[config.mk]
export PLATFORM = sky130hd
export DESIGN_NAME = hex_record_to_flash_words_core_flat
export DESIGN_NICKNAME = d
export VERILOG_FILES = /design/src/design/hrfw_pkg.sv /design/src/design/hrfw_if.sv /design/src/design/hrfw_parser.sv /design/src/design/hrfw_out_stage.sv /design/src/design/hex_record_to_flash_words_core.sv /design/src/flat_wrapper.sv
export SDC_FILE = /design/constraint.sdc
export NUM_CORES = 1
export LEC_CHECK = 0
export BUFFER_PORTS_ARGS = -buffer_cell sky130_fd_sc_hd__buf_2
export CAP_MARGIN = 0
export CORE_MARGIN = 4
export CORE_UTILIZATION = 30
export CTS_CLUSTER_SIZE = 8
export DETAILED_ROUTE_END_ITERATION = 8
export SYNTH_ARGS = -nofsm -noshare
export SYNTH_HDL_FRONTEND = slang
export SYNTH_SLANG_ARGS = --single-unit
[constraint.sdc]
create_clock -name clk -period 9.65 [get_ports clk]
set_clock_uncertainty 0.15 [all_clocks]
set_input_delay 0.965 -clock clk [delete_from_list [all_inputs] [get_ports clk]]
set_output_delay 0.965 -clock clk [all_outputs]
set_load 0.1 [all_outputs]
[src/design/hrfw_pkg.sv]
// hrfw_pkg: shared types, constants and the hex digit decoder for the
// hex record to flash word converter; depends on nothing
`default_nettype none

package hrfw_pkg;

  // character and record codes
  localparam logic [7:0] CHAR_COLON   = 8'h3A;
  localparam logic [7:0] REC_DATA     = 8'h00;
  localparam logic [7:0] REC_EXT_LIN  = 8'h04;

  // position bookkeeping inside a record
  localparam int unsigned POS_W       = 10;
  localparam logic [POS_W-1:0] POS_MAX    = 10'd1023;
  localparam logic [POS_W-1:0] POS_BC_END = 10'd2;
  localparam logic [POS_W-1:0] POS_OF_END = 10'd6;
  localparam logic [POS_W-1:0] POS_TY_END = 10'd8;
  localparam logic [POS_W-1:0] DATA_START = 10'd9;

  localparam logic [31:0] FLASH_BASE_RST = 32'h0800_0000;

  // one result beat plus its valid flag
  typedef struct packed {
    logic        valid;
    logic [31:0] flash_address;
    logic [15:0] halfword;
    logic        last_of_record;
  } result_t;

  // uppercase hex digit decode, anything else reads as zero
  function automatic logic [3:0] hex_digit(input logic [7:0] c);
    logic [7:0] t;
    begin
      t = 8'd0;
      if (c inside {[8'd48:8'd57]}) begin
        t = c - 8'd48;
      end else if (c inside {[8'd65:8'd70]}) begin
        t = c - 8'd55;
      end
      return t[3:0];
    end
  endfunction

endpackage

`default_nettype wire

[src/design/hrfw_if.sv]
// hrfw_in_if / hrfw_out_if: valid/ready channels for characters and
// flash words; no dependencies
`default_nettype none

interface hrfw_in_if;
  logic       valid;
  logic       ready;
  logic [7:0] ch;
  modport source (output valid, output ch, input ready);
  modport sink   (input valid, input ch, output ready);
endinterface

interface hrfw_out_if;
  logic        valid;
  logic        ready;
  logic [31:0] flash_address;
  logic [15:0] halfword;
  logic        last_of_record;
  modport source (output valid, output flash_address, output halfword,
                  output last_of_record, input ready);
  modport sink   (input valid, input flash_address, input halfword,
                  input last_of_record, output ready);
endinterface

`default_nettype wire

[src/design/hrfw_parser.sv]
// hrfw_parser: record field state and per-character decode; produces at
// most one flash word per character; depends on hrfw_pkg
`default_nettype none

module hrfw_parser (
  input  wire logic                clk,
  input  wire logic                rst_n,
  input  wire logic                step,
  input  wire logic [7:0]          ch,
  input  wire logic [31:0]         flash_base,
  output hrfw_pkg::result_t        res
);

  logic [hrfw_pkg::POS_W-1:0] pos_r, pos_nxt;
  logic        active_r, active_nxt;
  logic [7:0]  bc_r, bc_nxt;
  logic [15:0] off_r, off_nxt;
  logic [7:0]  type_r, type_nxt;
  logic [15:0] upper_r, upper_nxt;
  logic        loaded_r, loaded_nxt;
  logic [11:0] nib_r, nib_nxt;

  logic [hrfw_pkg::POS_W-1:0] pos_inc, d;
  logic [3:0]  n;
  logic [1:0]  k;
  logic [7:0]  idx, words;
  logic [15:0] full;
  logic        is_colon, in_data, word_ok;
  logic [15:0] upper_sel, addr_lo;

  // shared decode of the current character
  always_comb begin
    is_colon  = (ch == hrfw_pkg::CHAR_COLON);
    pos_inc   = (pos_r < hrfw_pkg::POS_MAX) ? pos_r + 1'b1 : pos_r;
    n         = hrfw_pkg::hex_digit(ch);
    d         = pos_inc - hrfw_pkg::DATA_START;
    k         = d[1:0];
    idx       = d[9:2];
    words     = {1'b0, bc_r[7:1]};
    full      = {nib_r, n};
    in_data   = (pos_inc > hrfw_pkg::POS_TY_END);
    word_ok   = active_r && !is_colon && in_data && (k == 2'd3) && (idx < words);
    upper_sel = loaded_r ? upper_r : flash_base[31:16];
    addr_lo   = off_r + {7'd0, idx, 1'b0};
  end

  // next state
  always_comb begin
    pos_nxt    = pos_r;
    active_nxt = active_r;
    bc_nxt     = bc_r;
    off_nxt    = off_r;
    type_nxt   = type_r;
    upper_nxt  = upper_r;
    loaded_nxt = loaded_r;
    nib_nxt    = nib_r;
    if (is_colon) begin
      active_nxt = 1'b1;
      pos_nxt    = '0;
      bc_nxt     = '0;
      off_nxt    = '0;
      type_nxt   = '0;
      nib_nxt    = '0;
    end else if (active_r) begin
      pos_nxt = pos_inc;
      if (pos_inc <= hrfw_pkg::POS_BC_END) begin
        bc_nxt = {bc_r[3:0], n};
      end else if (pos_inc <= hrfw_pkg::POS_OF_END) begin
        off_nxt = {off_r[11:0], n};
      end else if (pos_inc <= hrfw_pkg::POS_TY_END) begin
        type_nxt = {type_r[3:0], n};
      end else begin
        case (k)
          2'd0: nib_nxt = {8'd0, n};
          2'd1,
          2'd2: nib_nxt = {nib_r[7:0], n};
          default: begin
            if (word_ok && (type_r == hrfw_pkg::REC_EXT_LIN) && (idx == 8'd0)) begin
              upper_nxt  = full;
              loaded_nxt = 1'b1;
            end
          end
        endcase
      end
    end
  end

  // result word, bytes swapped so the first byte lands low
  always_comb begin
    res.valid          = word_ok && (type_r == hrfw_pkg::REC_DATA);
    res.flash_address  = {upper_sel, addr_lo};
    res.halfword       = {full[7:0], full[15:8]};
    res.last_of_record = ((idx + 8'd1) == words);
  end

  always_ff @(posedge clk) begin
    if (!rst_n) begin
      pos_r    <= '0;
      active_r <= 1'b0;
      bc_r     <= '0;
      off_r    <= '0;
      type_r   <= '0;
      upper_r  <= '0;
      loaded_r <= 1'b0;
      nib_r    <= '0;
    end else if (step) begin
      pos_r    <= pos_nxt;
      active_r <= active_nxt;
      bc_r     <= bc_nxt;
      off_r    <= off_nxt;
      type_r   <= type_nxt;
      upper_r  <= upper_nxt;
      loaded_r <= loaded_nxt;
      nib_r    <= nib_nxt;
    end
  end

endmodule

`default_nettype wire

[src/design/hrfw_out_stage.sv]
// hrfw_out_stage: result register driving the output channel
// depends on hrfw_pkg and hrfw_out_if
`default_nettype none

module hrfw_out_stage (
  input  wire logic          clk,
  input  wire logic          rst_n,
  input  wire logic          load,
  input  wire hrfw_pkg::result_t res,
  output logic               free,
  hrfw_out_if.source         out_chan
);

  logic        valid_r, valid_nxt;
  logic [31:0] addr_r;
  logic [15:0] hw_r;
  logic        last_r;

  // slot is free when empty or its beat leaves this cycle
  assign free = !valid_r || out_chan.ready;

  always_comb begin
    valid_nxt = valid_r;
    if (load) begin
      valid_nxt = 1'b1;
    end else if (out_chan.ready) begin
      valid_nxt = 1'b0;
    end
  end

  always_ff @(posedge clk) begin
    if (!rst_n) begin
      valid_r <= 1'b0;
    end else begin
      valid_r <= valid_nxt;
    end
  end

  // payload needs no reset
  always_ff @(posedge clk) begin
    if (load) begin
      addr_r <= res.flash_address;
      hw_r   <= res.halfword;
      last_r <= res.last_of_record;
    end
  end

  assign out_chan.valid          = valid_r;
  assign out_chan.flash_address  = addr_r;
  assign out_chan.halfword       = hw_r;
  assign out_chan.last_of_record = last_r;

endmodule

`default_nettype wire

[src/design/hex_record_to_flash_words_core.sv]
// hex_record_to_flash_words_core: top level, input register, base register
// depends on hrfw_pkg, hrfw_if, hrfw_parser, hrfw_out_stage
`default_nettype none

// Takes one ASCII character per beat and returns little-endian flash
// halfwords from data records, each with its address. One character is
// accepted every clock cycle as long as the result side keeps taking words;
// a character passes an input register, then the record decode and the
// result register, which offers each completed word at the output. A word
// held by a stalled receiver holds the input register and with it new
// characters. The upper address half comes from cfg_wdata bits 31..16
// until an extended linear address record is seen. The user must write
// the base register with cfg_we only while no beat is in flight; the
// block does not enforce this.
module hex_record_to_flash_words_core (
  input  wire logic        clk,
  input  wire logic        rst_n,
  input  wire logic        cfg_we,
  input  wire logic [31:0] cfg_wdata,
  hrfw_in_if.sink          in_chan,
  hrfw_out_if.source       out_chan
);

  logic              s1_valid_r, s1_valid_nxt;
  logic [7:0]        s1_ch_r;
  logic [31:0]       flash_base_r;
  logic              advance, out_free, in_fire;
  hrfw_pkg::result_t res;

  // base register
  always_ff @(posedge clk) begin
    if (!rst_n) begin
      flash_base_r <= hrfw_pkg::FLASH_BASE_RST;
    end else if (cfg_we) begin
      flash_base_r <= cfg_wdata;
    end
  end

  // input register moves on unless its word finds the result slot full
  assign advance       = s1_valid_r && (!res.valid || out_free);
  assign in_chan.ready = !s1_valid_r || advance;
  assign in_fire       = in_chan.valid && in_chan.ready;

  always_comb begin
    s1_valid_nxt = s1_valid_r;
    if (in_fire) begin
      s1_valid_nxt = 1'b1;
    end else if (advance) begin
      s1_valid_nxt = 1'b0;
    end
  end

  always_ff @(posedge clk) begin
    if (!rst_n) begin
      s1_valid_r <= 1'b0;
    end else begin
      s1_valid_r <= s1_valid_nxt;
    end
  end

  always_ff @(posedge clk) begin
    if (in_fire) begin
      s1_ch_r <= in_chan.ch;
    end
  end

  hrfw_parser u_parser (
    .clk        (clk),
    .rst_n      (rst_n),
    .step       (advance),
    .ch         (s1_ch_r),
    .flash_base (flash_base_r),
    .res        (res)
  );

  hrfw_out_stage u_out (
    .clk      (clk),
    .rst_n    (rst_n),
    .load     (advance && res.valid),
    .res      (res),
    .free     (out_free),
    .out_chan (out_chan)
  );

  // a held word blocks new characters
  a_stall_blocks_input: assert property (@(posedge clk) disable iff (!rst_n)
    (s1_valid_r && res.valid && !out_free) |-> !in_chan.ready)
    else $error("input taken while result slot blocked");

  // a new output beat only comes from a decoded word
  a_out_from_word: assert property (@(posedge clk) disable iff (!rst_n)
    (out_chan.valid && !$past(out_chan.valid)) |-> $past(advance && res.valid))
    else $error("output beat without source word");

  // a stalled character keeps its place
  a_stage_holds: assert property (@(posedge clk) disable iff (!rst_n)
    (s1_valid_r && !advance) |=> (s1_valid_r && $stable(s1_ch_r)))
    else $error("stalled character lost");

endmodule

`default_nettype wire
[src/flat_wrapper.sv]
// flat-port wrapper written by rule: the top's interface ports become plain ports
module hex_record_to_flash_words_core_flat 
  (clk, rst_n, cfg_we, cfg_wdata, in_chan_valid, in_chan_ch, in_chan_ready, out_chan_valid, out_chan_flash_address, out_chan_halfword, out_chan_last_of_record, out_chan_ready);
  hrfw_in_if in_chan_i ();
  hrfw_out_if out_chan_i ();
  input  wire logic clk;
  input  wire logic rst_n;
  input  wire logic cfg_we;
  input  wire logic [31:0] cfg_wdata;
  input wire logic [$bits(in_chan_i.valid)-1:0] in_chan_valid;
  input wire logic [$bits(in_chan_i.ch)-1:0] in_chan_ch;
  output wire logic [$bits(in_chan_i.ready)-1:0] in_chan_ready;
  output wire logic [$bits(out_chan_i.valid)-1:0] out_chan_valid;
  output wire logic [$bits(out_chan_i.flash_address)-1:0] out_chan_flash_address;
  output wire logic [$bits(out_chan_i.halfword)-1:0] out_chan_halfword;
  output wire logic [$bits(out_chan_i.last_of_record)-1:0] out_chan_last_of_record;
  input wire logic [$bits(out_chan_i.ready)-1:0] out_chan_ready;
  assign in_chan_i.valid = in_chan_valid;
  assign in_chan_i.ch = in_chan_ch;
  assign in_chan_ready = in_chan_i.ready;
  assign out_chan_valid = out_chan_i.valid;
  assign out_chan_flash_address = out_chan_i.flash_address;
  assign out_chan_halfword = out_chan_i.halfword;
  assign out_chan_last_of_record = out_chan_i.last_of_record;
  assign out_chan_i.ready = out_chan_ready;
  hex_record_to_flash_words_core u_core (.clk(clk), .rst_n(rst_n), .cfg_we(cfg_we), .cfg_wdata(cfg_wdata), .in_chan(in_chan_i), .out_chan(out_chan_i));
endmodule
# [Word-level counts from Yosys, hierarchy flattened]
# Cells that the tools add are included.
[word_totals] input_bits=45 elab_cells=111 out_inout_bits=51 register_bits=163
[op_classes] n_lt_le_gt_ge=10 muxes=28 add_sub_neg=6 n_reduce_logical=38 eq_ne=9 n_bitwise=5
[op_table] cell="16-bit 2-to-1 mux" count=5
[op_table] cell="8-bit 2-to-1 mux" count=8
[op_table] cell="12-bit 2-to-1 mux" count=5
[op_table] cell="10-bit 2-to-1 mux" count=3
[op_table] cell="12-bit case mux with 2 select lines" count=1
[op_table] cell="16-bit by 9-bit adder with 16-bit output" count=1
[op_table] cell="8-bit zero test" count=2
[op_table] cell="1-bit logical AND" count=12
[op_table] cell="2-bit nonzero test" count=6
[op_table] cell="10-bit by 1-bit adder with 10-bit output, second input constant" count=1
[op_table] cell="10-bit by 4-bit > comparator with 1-bit output, second input constant" count=1
[op_table] cell="10-bit by 2-bit <= comparator with 1-bit output, second input constant" count=1
[op_table] cell="10-bit by 3-bit <= comparator with 1-bit output, second input constant" count=1
[op_table] cell="10-bit by 4-bit <= comparator with 1-bit output, second input constant" count=1
[op_table] cell="10-bit less-than comparator, second input constant" count=1
[op_table] cell="10-bit by 4-bit subtractor with 10-bit output, second input constant" count=1
[op_table] cell="8-bit by 1-bit adder with 8-bit output, second input constant" count=1
[op_table] cell="8-bit by 3-bit equality test with 1-bit output, second input constant" count=1
[op_table] cell="8-bit by 6-bit equality test with 1-bit output, second input constant" count=1
[op_table] cell="8-bit by 7-bit equality test with 1-bit output" count=1
[op_table] cell="8-bit by 6-bit >= comparator with 1-bit output, second input constant" count=1
[op_table] cell="8-bit by 7-bit >= comparator with 1-bit output, second input constant" count=1
[op_table] cell="8-bit by 6-bit <= comparator with 1-bit output, second input constant" count=1
[op_table] cell="8-bit by 7-bit <= comparator with 1-bit output, second input constant" count=1
[op_table] cell="other kinds (21)" count=38

# [Logic depth before layout (Yosys ltp)]
# Gate-level depths: netlist of run 1.
[logic_depth] depth_word=13 mapped_depth=20 ltp_nobuf=17

# [Hierarchy]
# A second synthesis of run 1 with hierarchy kept.
[hier_totals] hier_cells=702 hier_area_um2=7633.6
[by_module_without_submodules] module="hrfw_parser" n_inst=1 area_each_um2=4569.4 cells_per_inst=530
[by_module_without_submodules] module="hex_record_to_flash_words_core" n_inst=1 area_each_um2=1544.0 cells_per_inst=119
[by_module_without_submodules] module="hrfw_out_stage" n_inst=1 area_each_um2=1520.2 cells_per_inst=53

# [Least setup slack after synthesis of run 1]
# OpenSTA, ideal clock, no wires.
[synth_timing] path_kind="register to register" from="reg u_core.u_parser.pos_r[0] (netlist name)" to="reg u_core.u_out.addr_r[0] (netlist: u_core.u_out.out_chan.flash_address[0]), enable pin" arrival_ps=6228 path_slack_ps=2811 path_stages_with_launch=18 required_ps=9039 setup_ps=461 cell_sequence="dfxtp_1 buf_2 inv_1 ha_1 nand2b_1 or2_2 o22ai_1 nand4_1 nor2_1 o22ai_1 ha_1 or4b_1 a2111oi_0 nand3_1 nor3_1 nand2_1 nor4b_2 nor2b_1"
[synth_between] elab_chain_len=11 elab_cells_between_ends=15 classes_between="add/sub: 2; order compare: 3; eq/ne: 1; mux: 1; reduce/logical: 8"
[synth_lines] element="start, declared" line="hrfw_parser.sv:14" source="logic [hrfw_pkg::POS_W-1:0] pos_r, pos_nxt;"
[synth_lines] element="start signal, assigned" line="hrfw_parser.sv:107" source="pos_r <= pos_nxt;"
[synth_lines] element="10-bit by 1-bit adder with 10-bit output / 10-bit less-than comparator (equally long branches)" line="hrfw_parser.sv:34" source="pos_inc = (pos_r < hrfw_pkg::POS_MAX) ? pos_r + 1'b1 : pos_r;"
[synth_lines] element="10-bit 2-to-1 mux *" line="hrfw_parser.sv:34"
[synth_lines] element="parallel branches: the longest is 3 deep, another holds 10-bit by 4-bit subtractor with 10-bit output"
[synth_lines] element="1-bit logical AND *" line="hrfw_parser.sv:42" source="word_ok = active_r && !is_colon && in_data && (k == 2'd3) && (idx < words);"
[synth_lines] element="1-bit logical AND *" line="hrfw_parser.sv:90" source="res.valid = word_ok && (type_r == hrfw_pkg::REC_DATA);"
[synth_lines] element="1-bit zero test" line="hex_record_to_flash_words_core.sv:40" source="assign advance = s1_valid_r && (!res.valid || out_free);"
[synth_lines] element="1-bit logical OR" line="hex_record_to_flash_words_core.sv:40"
[synth_lines] element="1-bit logical AND" line="hex_record_to_flash_words_core.sv:40"
[synth_lines] element="1-bit logical AND *" line="hex_record_to_flash_words_core.sv:79" source=".load (advance && res.valid),"
[synth_lines] element="via u_core.u_out.load" line="hrfw_out_stage.sv:8" source="input wire logic load,"
[synth_lines] element="end signal, assigned" line="hrfw_out_stage.sv:42" source="addr_r <= res.flash_address;"
[synth_lines] element="end, declared" line="hrfw_out_stage.sv:15" source="logic [31:0] addr_r;"
# Mark *: on every way through the listed nets, which the timed path passes.
# A chain may end at the register's enable or synchronous reset.

# [Final worst setup path of run 1]
[layout_timing] from="reg u_core.u_parser.pos_r[0] (netlist name)" to="out in_chan_ready"
[layout_between] elab_chain_len=11 elab_cells_between_ends=15 classes_between="add/sub: 2; order compare: 3; eq/ne: 1; mux: 1; reduce/logical: 8"
[layout_lines] element="10-bit by 1-bit adder with 10-bit output / 10-bit less-than comparator (equally long branches)" line="hrfw_parser.sv:34"
[layout_lines] element="10-bit 2-to-1 mux *" line="hrfw_parser.sv:34"
[layout_lines] element="parallel branches: the longest is 3 deep, another holds 10-bit by 4-bit subtractor with 10-bit output"
[layout_lines] element="1-bit logical AND *" line="hrfw_parser.sv:42"
[layout_lines] element="1-bit logical AND *" line="hrfw_parser.sv:90"
[layout_lines] element="1-bit zero test *" line="hex_record_to_flash_words_core.sv:40"
[layout_lines] element="1-bit logical OR *" line="hex_record_to_flash_words_core.sv:40"
[layout_lines] element="1-bit logical AND *" line="hex_record_to_flash_words_core.sv:40"
[layout_lines] element="1-bit logical OR *" line="hex_record_to_flash_words_core.sv:41" source="assign in_chan.ready = !s1_valid_r || advance;"
[layout_lines] element="end, declared" line="flat_wrapper.sv:12" source="output wire logic [$bits(in_chan_i.ready)-1:0] in_chan_ready;"
# Mark *: on every way between the ends.

==> impl_metrics.toml, run 1 <==
[hold_path]
whs_endpoint = "u_core.u_parser.type_r[7]"
hold_class = "flop to flop"
min_path_cells = 2
min-delay-start = "u_core.u_parser.type_r[7]"

[sta]
min_period_over_period_pct = 71.6
setup_tns_ps = 0
drv_slew = 0
rsz0062_at_grt = "false"
finalSetupViolCount = 0
tightest_slew_ps = 862
max_freq_mhz = 145
relSlewSlack_pct = 42.5
finalHoldViolations = 0
fin_crit_ps = 6910

[synthesis]
synth-seq-area-share_pct = 49.7
syn_nets = 736
synth_area_per_cell_um2 = 10.6
synth_edf_count = 57
postSynth.asyncResetShare_pct = 0
synth_cell_types = 67
syn-cell-area_um2 = 7070
yosys_most_used_dff = "dfxtp_1"
syn_inst = 666
ys_warn_count = 0
synth-seq-cells = 147

[cts]
cts_root_buf = "clkbuf_16"
numCtsBuffers = 17
cts_resized = 0
cts_max_path_buffers = 2
cts.sinks = 147
cts.clk_slew.worst_paths_ps = 60
cts_tree = "built"
cts_max_level = 4
clk_latency_ps = 420
cts_setup_buffers = 0
cts_hold_buf = 0

[detailed_routing]
vias = 4966
wire_per_inst_um = 14.5
drtIter0Drc = 359
viasPerCell = 4.67
antenna_left = 0
drc = 0
dr.pass1.iters = 4
routed_wl_um = 15400

[place]
gp_congestion = 0.820
dpl.hpwl_um = 10700
dp_cells = 1032
portBuffers = 79
dpl_cell_area_um2 = 7750

[critical_path]
crit_path_top_delay_cell = "dfxtp_1"
crit_type = "flop to output pin"
critical_path_arrival_ps = 5790
reg2reg_depth = 17
worstSetupEndpointType = "output pin"
r2r_setup_slack_ps = 3400
critPathLaunchType = "flop"
cp_max_fo = 11
critPathMaxStageDelay_ps = 550
cp_cell_sequence = "inv_1, ha_1, nand2b_1, or2_2, o22ai_1, nand4_1, nor2_1, o22ai_1, ha_1, or4b_1, a2111oi_0, nand3_1, nor3_1, nand2_1, nor4b_2, nand2_1, buf_2"
r2r_start = "u_core.u_parser.pos_r[0]"
crit_required_ps = 8540
r2r-end = "u_core.u_out.out_chan.flash_address[29]"

[pwr]
leakage_nw = 3.41
ir_drop_uv = 133
power_frac_comb_pct = 2.4
internal-power_mw = 1.14
power.share.sequential_pct = 46.1
switching_power_mw = 0.280
power_density_nw_per_um2 = 169
clock_power_share_pct = 51.4
p_sw_share_pct = 19.8
finalPower_mw = 1.42

[floorplan]
die_w_um = 162
die_area_um2 = 26100
io-pin-count = 96
fp-row-count = 55
dieHeight_um = 162
coreArea_um2 = 22900
start_util_pct = 30.9

[grt]
overflow = 0
grt_use_total_pct = 12.0
antenna_found_initial = 0
grt_max_degree = 78
grt_pass1_wl_um = 25300
grt_pass1_vias = 4868

[finish]
nFillCells = 2265
antennaDiodeCount = 0
layout.cells.non_filler = 1064
regArea_um2 = 3510
postLayoutCellArea_um2 = 8410
area_delta_synth_final_pct = 18.9
multi_input_comb_area_um2 = 3300
fin_nets = 808
drive_gt1_share_pct = 20.8

[run_status]
outcome = "finished clean"

[flow_run]
drv_cap = 0
[cell usage after synthesis (4+ instances only)]
cell type / number / area share [%]
mux2_2: 17 / 2.7
nor2b_1: 4 / 0.35
clkbuf_1: 18 / 0.96
a21oi_1: 21 / 1.5
nor2_1: 61 / 3.2
xnor2_1: 17 / 2.1
xor2_1: 12 / 1.5
dfxtp_1: 90 / 25
and3_1: 5 / 0.44
mux2i_1: 78 / 11
nor3_1: 12 / 0.85
ha_1: 24 / 4.2
edfxtp_1: 57 / 24
a32o_1: 7 / 0.99
o21ai_0: 10 / 0.71
o21bai_1: 6 / 0.64
nand2_1: 62 / 3.3
nand2b_1: 4 / 0.35
nand3_1: 49 / 3.5
buf_6: 4 / 0.64
buf_2: 8 / 0.57
inv_1: 22 / 1.2
nand4_1: 8 / 0.71
a21o_1: 5 / 0.53
[power groups by stage]
| stage | registers, mW | clock network (mW) | logic [mW] |
|---|---|---|---|
| floorplan | 0.666 | 0 | 0.0237 |
| global placement | 0.667 | 0 | 0.0343 |
| detailed placement | 0.667 | 0 | 0.0349 |
| CTS | 0.654 | 0.746 | 0.0350 |
| global route | 0.654 | 0.775 | 0.0392 |
| finish | 0.654 | 0.729 | 0.0345 |
[state kept, by name, indices dropped and copies added (netlist names), 8 cells and up]
name                                 cells
u_core.u_out.out_chan.flash_address     32
u_core.flash_base_r                     16
u_core.u_out.out_chan.halfword          16
u_core.u_parser.off_r                   16
u_core.u_parser.upper_r                 16
u_core.u_parser.nib_r                   12
u_core.u_parser.pos_r                   10
u_core.s1_ch_r                           8
u_core.u_parser.bc_r                     8
u_core.u_parser.type_r                   8
[critical path, delay by kind of cell (launching register included)]
| kind | cells | cell delay (ps) |
|---|---|---|
| flops | 1 | 550 |
| compound gates | 3 | 1170 |
| simple gates | 10 | 2590 |
| fa+ha+maj | 2 | 600 |
| buf+inv | 2 | 470 |
[layout make-up]
class | instances | area share, %
inverter | 23 | 1.03
clock inverter | 12 | 2.41
clock buffer | 20 | 5.43
multi-input combinational | 462 | 39.3
timing repair buffer | 87 | 5.42
tap | 313 | 4.66
sequential | 147 | 41.8
[kinds of logic after synthesis]
logic type	Yosys count	synth area share (%)
buffers and inverters	57	3.70
DFF	147	49.7
muxes	97	14.3
and+or+nand+nor	235	16.7
adders and majority gates	25	4.53
xor gates and xnor gates	29	3.59
AOI/OAI and AO/OA	76	7.50
[per-layer routing]
metal / GRT usage (%) / up-vias / wire length (um)
met4: 3.37 / 0 / 138
met2: 18.5 / 87 / 7100
met1: 16.9 / 2336 / 7470
li1: - / 2532 / -
met5: 0 / - / 0
met3: 2.70 / 11 / 686
[worst max-delay path by stage]
| stage | start | endpoint | cells past startpoint |
|---|---|---|---|
| 4_1_cts | u_core.u_parser.pos_r[0] | in_chan_ready | 17 |
| 5_1_grt | u_core.u_parser.pos_r[0] | in_chan_ready | 16 |
| 2_1_floorplan | u_core.u_parser.pos_r[0] | u_core.u_out.out_chan.flash_address[0] | 17 |
| 3_5_place_dp | u_core.u_parser.pos_r[0] | in_chan_ready | 17 |
| 3_3_place_gp | u_core.u_parser.pos_r[0] | in_chan_ready | 17 |
| 6_report | u_core.u_parser.pos_r[0] | in_chan_ready | 17 |
[through the flow]
| stage | hold slack, ps | worst slack [ps] | util, % |
|---|---|---|---|
| 2_1_floorplan | 279 | 2810 | - |
| 5_1_grt | 339 | 2340 | 36.7 |
| 3_5_place_dp | 300 | 3250 | 33.8 |
| 3_3_place_gp | 301 | 3310 | 33.8 |
| 6_report | 313 | 2740 | 36.7 |
| 4_1_cts | 313 | 2770 | 36.7 |
[placed cells by master, fill, tap and decap left out, drive strengths merged, types with 17 or more instances in the layout]
| cell type | n |
|---|---|
| mux2i | 80 |
| xnor2 | 17 |
| nand3 | 50 |
| dfxtp | 90 |
| clkbuf | 20 |
| mux2 | 17 |
| ha | 24 |
| buf | 87 |
| edfxtp | 57 |
| nor2 | 61 |
| a21oi | 22 |
| inv | 24 |
| nand2 | 64 |
No activity file was read; power rests on OpenSTA's default activity.
==> run 2, diff against run 1 <==
Clock period 9.65 ns to 6.15 ns, I/O delays scaled along.
==> run 2 against run 1 <==
Compared with the run above: cell count increased by 0.85%; register-to-register slack lost 2500 ps; worst hold slack worse by 96 ps; non-clock buffer count grew 9; clock power up 54%; via count grew 1.3%; sequential share of layout area shrank 0.41 points.
==> impl_metrics.toml, run 2 (synthesis results as in run 1) <==
[run_status]
outcome = "finished clean"

[pwr]
p_sw_share_pct = 20.3
finalPower_mw = 2.20
clock_power_share_pct = 50.9
switching_power_mw = 0.446
leakage_nw = 3.40
ir_drop_uv = 196
power.share.sequential_pct = 46.6
power_density_nw_per_um2 = 259
power_frac_comb_pct = 2.5
internal-power_mw = 1.76

[sta]
finalHoldViolations = 0
setup_tns_ps = 0
drv_slew = 0
tightest_slew_ps = 930
worst_slack_ps = 428
fin_crit_ps = 5720
finalSetupViolCount = 0
rsz0062_at_grt = "false"
min_period_over_period_pct = 93.0
max_freq_mhz = 175
relSlewSlack_pct = 37.7

[place]
place_ws_ps = 612
dp_cells = 1041
gp_congestion = 0.819
portBuffers = 79
dpl.hpwl_um = 11000

[critical_path]
r2r-end = "u_core.u_out.out_chan.flash_address[28]"
crit_required_ps = 5380
reg2reg_depth = 18
critical_path_arrival_ps = 4960
r2r_setup_slack_ps = 950
r2r_start = "u_core.u_parser.pos_r[1]"
worstSetupEndpointType = "output pin"
critPathLaunchType = "flop"
crit_type = "flop to output pin"
cp_max_fo = 10

[floorplan]
coreArea_um2 = 22900
fp-row-count = 55
die_w_um = 162
die_area_um2 = 26100
dieHeight_um = 162
start_util_pct = 30.9
io-pin-count = 96

[cts]
cts.clk_slew.worst_paths_ps = 60
cts_tree = "built"
clk_latency_ps = 420
cts.sinks = 147
numCtsBuffers = 17
cts_max_path_buffers = 2
cts_root_buf = "clkbuf_16"
cts_max_level = 4

[hold_path]
whs_endpoint = "u_core.s1_ch_r[2]"
min-delay-start = "in_chan_ch[2]"
min_path_cells = 1
hold_class = "input pin to flop"

[detailed_routing]
viasPerCell = 4.69
routed_wl_um = 15900
vias = 5029
drtIter0Drc = 307
antenna_left = 0
drc = 0
dr.pass1.iters = 6
wire_per_inst_um = 14.8

[finish]
layout.cells.non_filler = 1073
fin_nets = 817
largest_register_ffs = 32
final_common_cell = "dfxtp_1"
final_cell_mix = "dfxtp_1 (89), buf_2 (79), mux2i_1 (78), nand2_1 (62), nor2_1 (61)"
drive_gt1_share_pct = 22.1
area_delta_synth_final_pct = 20.2
fin_util_pct = 37.1
antennaDiodeCount = 0
nFillCells = 2256

[flow_run]
drv_cap = 0

[grt]
grt_max_degree = 78
overflow = 0
grt_pass1_wl_um = 26300
grt_pass1_vias = 5011
antenna_found_initial = 0
grt_use_total_pct = 12.5
## run 2: stage by stage
step	hold WS (ps)	area (um^2)
floorplan	279	7070
global placement	297	7840
detailed placement	303	7840
CTS	199	8490
global route	192	8500
finish	217	8500
## run 2: worst max-delay path, cell delays in order (launching register included)
cell	delay, ps
dfxtp_2	420
inv_1	100
ha_1	310
nand2b_1	200
or2_2	340
o22ai_1	180
nand4_1	220
nor2_1	150
o22ai_1	200
ha_1	250
or4b_1	490
a2111oi_2	430
nand3_1	120
nor3_1	240
nand2_1	100
nor4b_2	230
buf_4	180
nand2_1	70
buf_2	290
## run 2: how the worst max path moves through the flow
stage	slack, ps	startpoint	end
6_report	430	u_core.u_parser.pos_r[1]	in_chan_ready
5_1_grt	60	u_core.u_parser.pos_r[1]	in_chan_ready
4_1_cts	140	u_core.u_parser.pos_r[1]	in_chan_ready
3_5_place_dp	610	u_core.u_parser.pos_r[1]	in_chan_ready
3_3_place_gp	650	u_core.u_parser.pos_r[1]	in_chan_ready
2_1_floorplan	230	u_core.u_parser.pos_r[0]	u_core.u_out.out_chan.flash_address[0]
## run 2: power by group through the flow
| stage | Clock, mW | Sequential (mW) | Combinational, mW |
|---|---|---|---|
| after floorplan | 0 | 1.04 | 0.0372 |
| after global placement | 0 | 1.05 | 0.0540 |
| after detailed placement | 0 | 1.05 | 0.0550 |
| after CTS | 1.15 | 1.03 | 0.0558 |
| after global routing | 1.19 | 1.03 | 0.0620 |
| final | 1.12 | 1.03 | 0.0552 |
## run 2: layout make-up
class	instances	area [um^2]	area share [%]
Clock buffer	21	470	5.54
Clock inverter	11	173	2.03
Inverter	23	86.3	1.02
Multi-Input combinational cell	462	3310	39.0
Sequential cell	147	3510	41.4
Tap cell	313	392	4.61
Timing Repair Buffer	96	548	6.45
## run 2: per-layer routing
| metal | vias up | part of all wire (%) | GRT usage, % | wire [um] |
|---|---|---|---|---|
| met2 | 77 | 46 | 19.3 | 7390 |
| li1 | 2552 | - | - | - |
| met1 | 2389 | 50 | 17.5 | 7890 |
| met4 | 0 | 0.99 | 3.06 | 158 |
| met3 | 11 | 3.1 | 3.09 | 490 |
| met5 | - | 0 | 0 | 0 |
## run 2: what timing repair did
item,in CTS,in global routing
gates resized for setup,0,4
setup buffers,0,0
setup endpoints to repair,0,1
hold buffers,0,0
==> run 3, diff against run 2 <==
Settings changed: ABC_CLOCK_PERIOD_IN_PS set to 6150, CORE_MARGIN 4 to 1, RECOVER_POWER set to 50.
==> run 3 against run 2 <==
Compared with the run above: the flow now finishes with violations (capacitance limit, slew limit); worst hold slack gained 1.9 ps; largest cell class unchanged; combinational power shrank 3%; cell count is essentially flat; largest power group is now registers; highest routed layer unchanged.
==> impl_metrics.toml, run 3 (synthesis results as in run 1) <==
[hold_path]
hold_class = "input pin to flop"

[place]
dp_cells = 1042
portBuffers = 79
gp_congestion = 0.840
dpl_cell_area_um2 = 7850
dpl.hpwl_um = 10800

[floorplan]
die_area_um2 = 24200
start_util_pct = 31.0
coreArea_um2 = 22800
die_w_um = 156
fp-row-count = 55
dieHeight_um = 156
io-pin-count = 96

[detailed_routing]
dr.pass1.iters = 4
drtIter0Drc = 330
antenna_left = 0
wire_per_inst_um = 14.5
routed_wl_um = 15600
vias = 5061
drc = 0
viasPerCell = 4.71

[grt]
overflow = 0
grt_pass1_vias = 4949
grt_max_degree = 78
antenna_found_initial = 0
grt_pass1_wl_um = 25500
grt_use_total_pct = 13.6

[finish]
drive_gt1_share_pct = 14.3
antennaDiodeCount = 0
layout.cells.non_filler = 1074
final_common_cell = "dfxtp_1"
final_cell_mix = "dfxtp_1 (89), mux2i_1 (78), nand2_1 (62), nor2_1 (61), edfxtp_1 (57)"
largest_register_ffs = 32
fin_util_pct = 36.5
area_delta_synth_final_pct = 18.1
postLayoutCellArea_um2 = 8350
fin_nets = 818

[sta]
fin_crit_ps = 5760
setup_tns_ps = 0
rsz0062_at_grt = "false"
tightest_slew_ps = 3130
min_period_over_period_pct = 93.7
max_freq_mhz = 174
drv_slew = 124
relSlewSlack_pct = -109
finalHoldViolations = 0
hold-worst-slack_ps = 219
finalSetupViolCount = 0

[cts]
cts_max_level = 4
cts_tree = "built"
clk_latency_ps = 420
cts_hold_buf = 0
cts_root_buf = "clkbuf_16"
cts.clk_slew.worst_paths_ps = 60
numCtsBuffers = 17
cts_max_path_buffers = 2
cts.sinks = 147

[run_status]
violations = "capacitance limit, slew limit"
outcome = "finished, violations left"

[critical_path]
crit_type = "flop to output pin"
worstSetupEndpointType = "output pin"
critPathMaxStageDelay_ps = 480
crit_buf_inv = 3
critical_path_arrival_ps = 5000
cp_cell_sequence = "inv_1, ha_1, nand2b_1, or2_2, o22ai_1, nand4_1, nor2_1, o22ai_1, ha_1, or4b_1, a2111oi_2, nand3_1, nor3_1, nand2_1, nor4b_2, buf_4, nand2_1, buf_2"
critPathLaunchType = "flop"
cp_max_fo = 6
crit_required_ps = 5380
crit_path_top_delay_cell = "or4b_1"
cpLargestDelayFamily = "simple AND/OR/NAND/NOR gates"

[pwr]
ir_drop_uv = 189
leakage_nw = 3.22
power_density_nw_per_um2 = 252

[flow_run]
drv_cap = 2
==> run 3: changes by cell type in the layout (fill, tap and decap cells not counted), sizes merged <==
cell and change:
bufinv -1, inv -3, clkinv +4, buf -53
clkbuf +53, clkinvlp +1
==> run 3: power by group <==
group	switching (mW)	total [mW]	leakage (nW)	internal [mW]
clock network	0.390	1.02	0.276	0.631
registers	0.00681	1.03	1.23	1.02
logic	0.0317	0.0538	1.71	0.0222
total	0.429	2.10	3.22	1.67
==> run 3: through the flow <==
| step | total power [mW] | setup slack, ps |
|---|---|---|
| detailed placement | 1.10 | 629 |
| finish | 2.10 | 387 |
| global placement | 1.10 | 663 |
| floorplan | 1.08 | 231 |
| global route | 2.17 | 9.50 |
| CTS | 2.13 | 156 |
==> run 3: layout make-up <==
cell class	count	area (um^2)
clock buffer	20	437
timing repair buffer	97	467
fill	2368	14500
inverter	23	86.3
clock inverter	12	140
multi-input combinational	462	3310
sequential	147	3510
tap	313	392
==> run 3: final timing paths <==
| path | start | endpoint | slack [ps] | depth (start not counted) |
|---|---|---|---|---|
| setup / recovery | u_core.u_parser.pos_r[0] | in_chan_ready | 390 | 18 |
| hold / removal | in_chan_ch[5] | u_core.s1_ch_r[5] | 220 | 1 |
| setup reg to reg | u_core.u_parser.pos_r[0] | u_core.u_parser.upper_r[5] | 900 | 18 |
| hold reg to reg | u_core.u_parser.type_r[5] | u_core.u_parser.type_r[5] | 310 | 2 |
==> run 3: what timing repair did <==
item | in CTS | in global routing
setup buffers | 0 | 0
resized for setup | 0 | 4
endpoints found under the setup margin | 0 | 1
==> run 3: routing by layer <==
metal  GRT usage, %  wire [um]  share of wire (%)  vias to the layer above
met4           5.18        238                1.5                        0
met2           20.9       7150                 46                      111
li1               -          -                  -                     2556
met1           18.5       7660                 49                     2376
met5              0          0                  0                        -
met3           2.92        541                3.5                       18
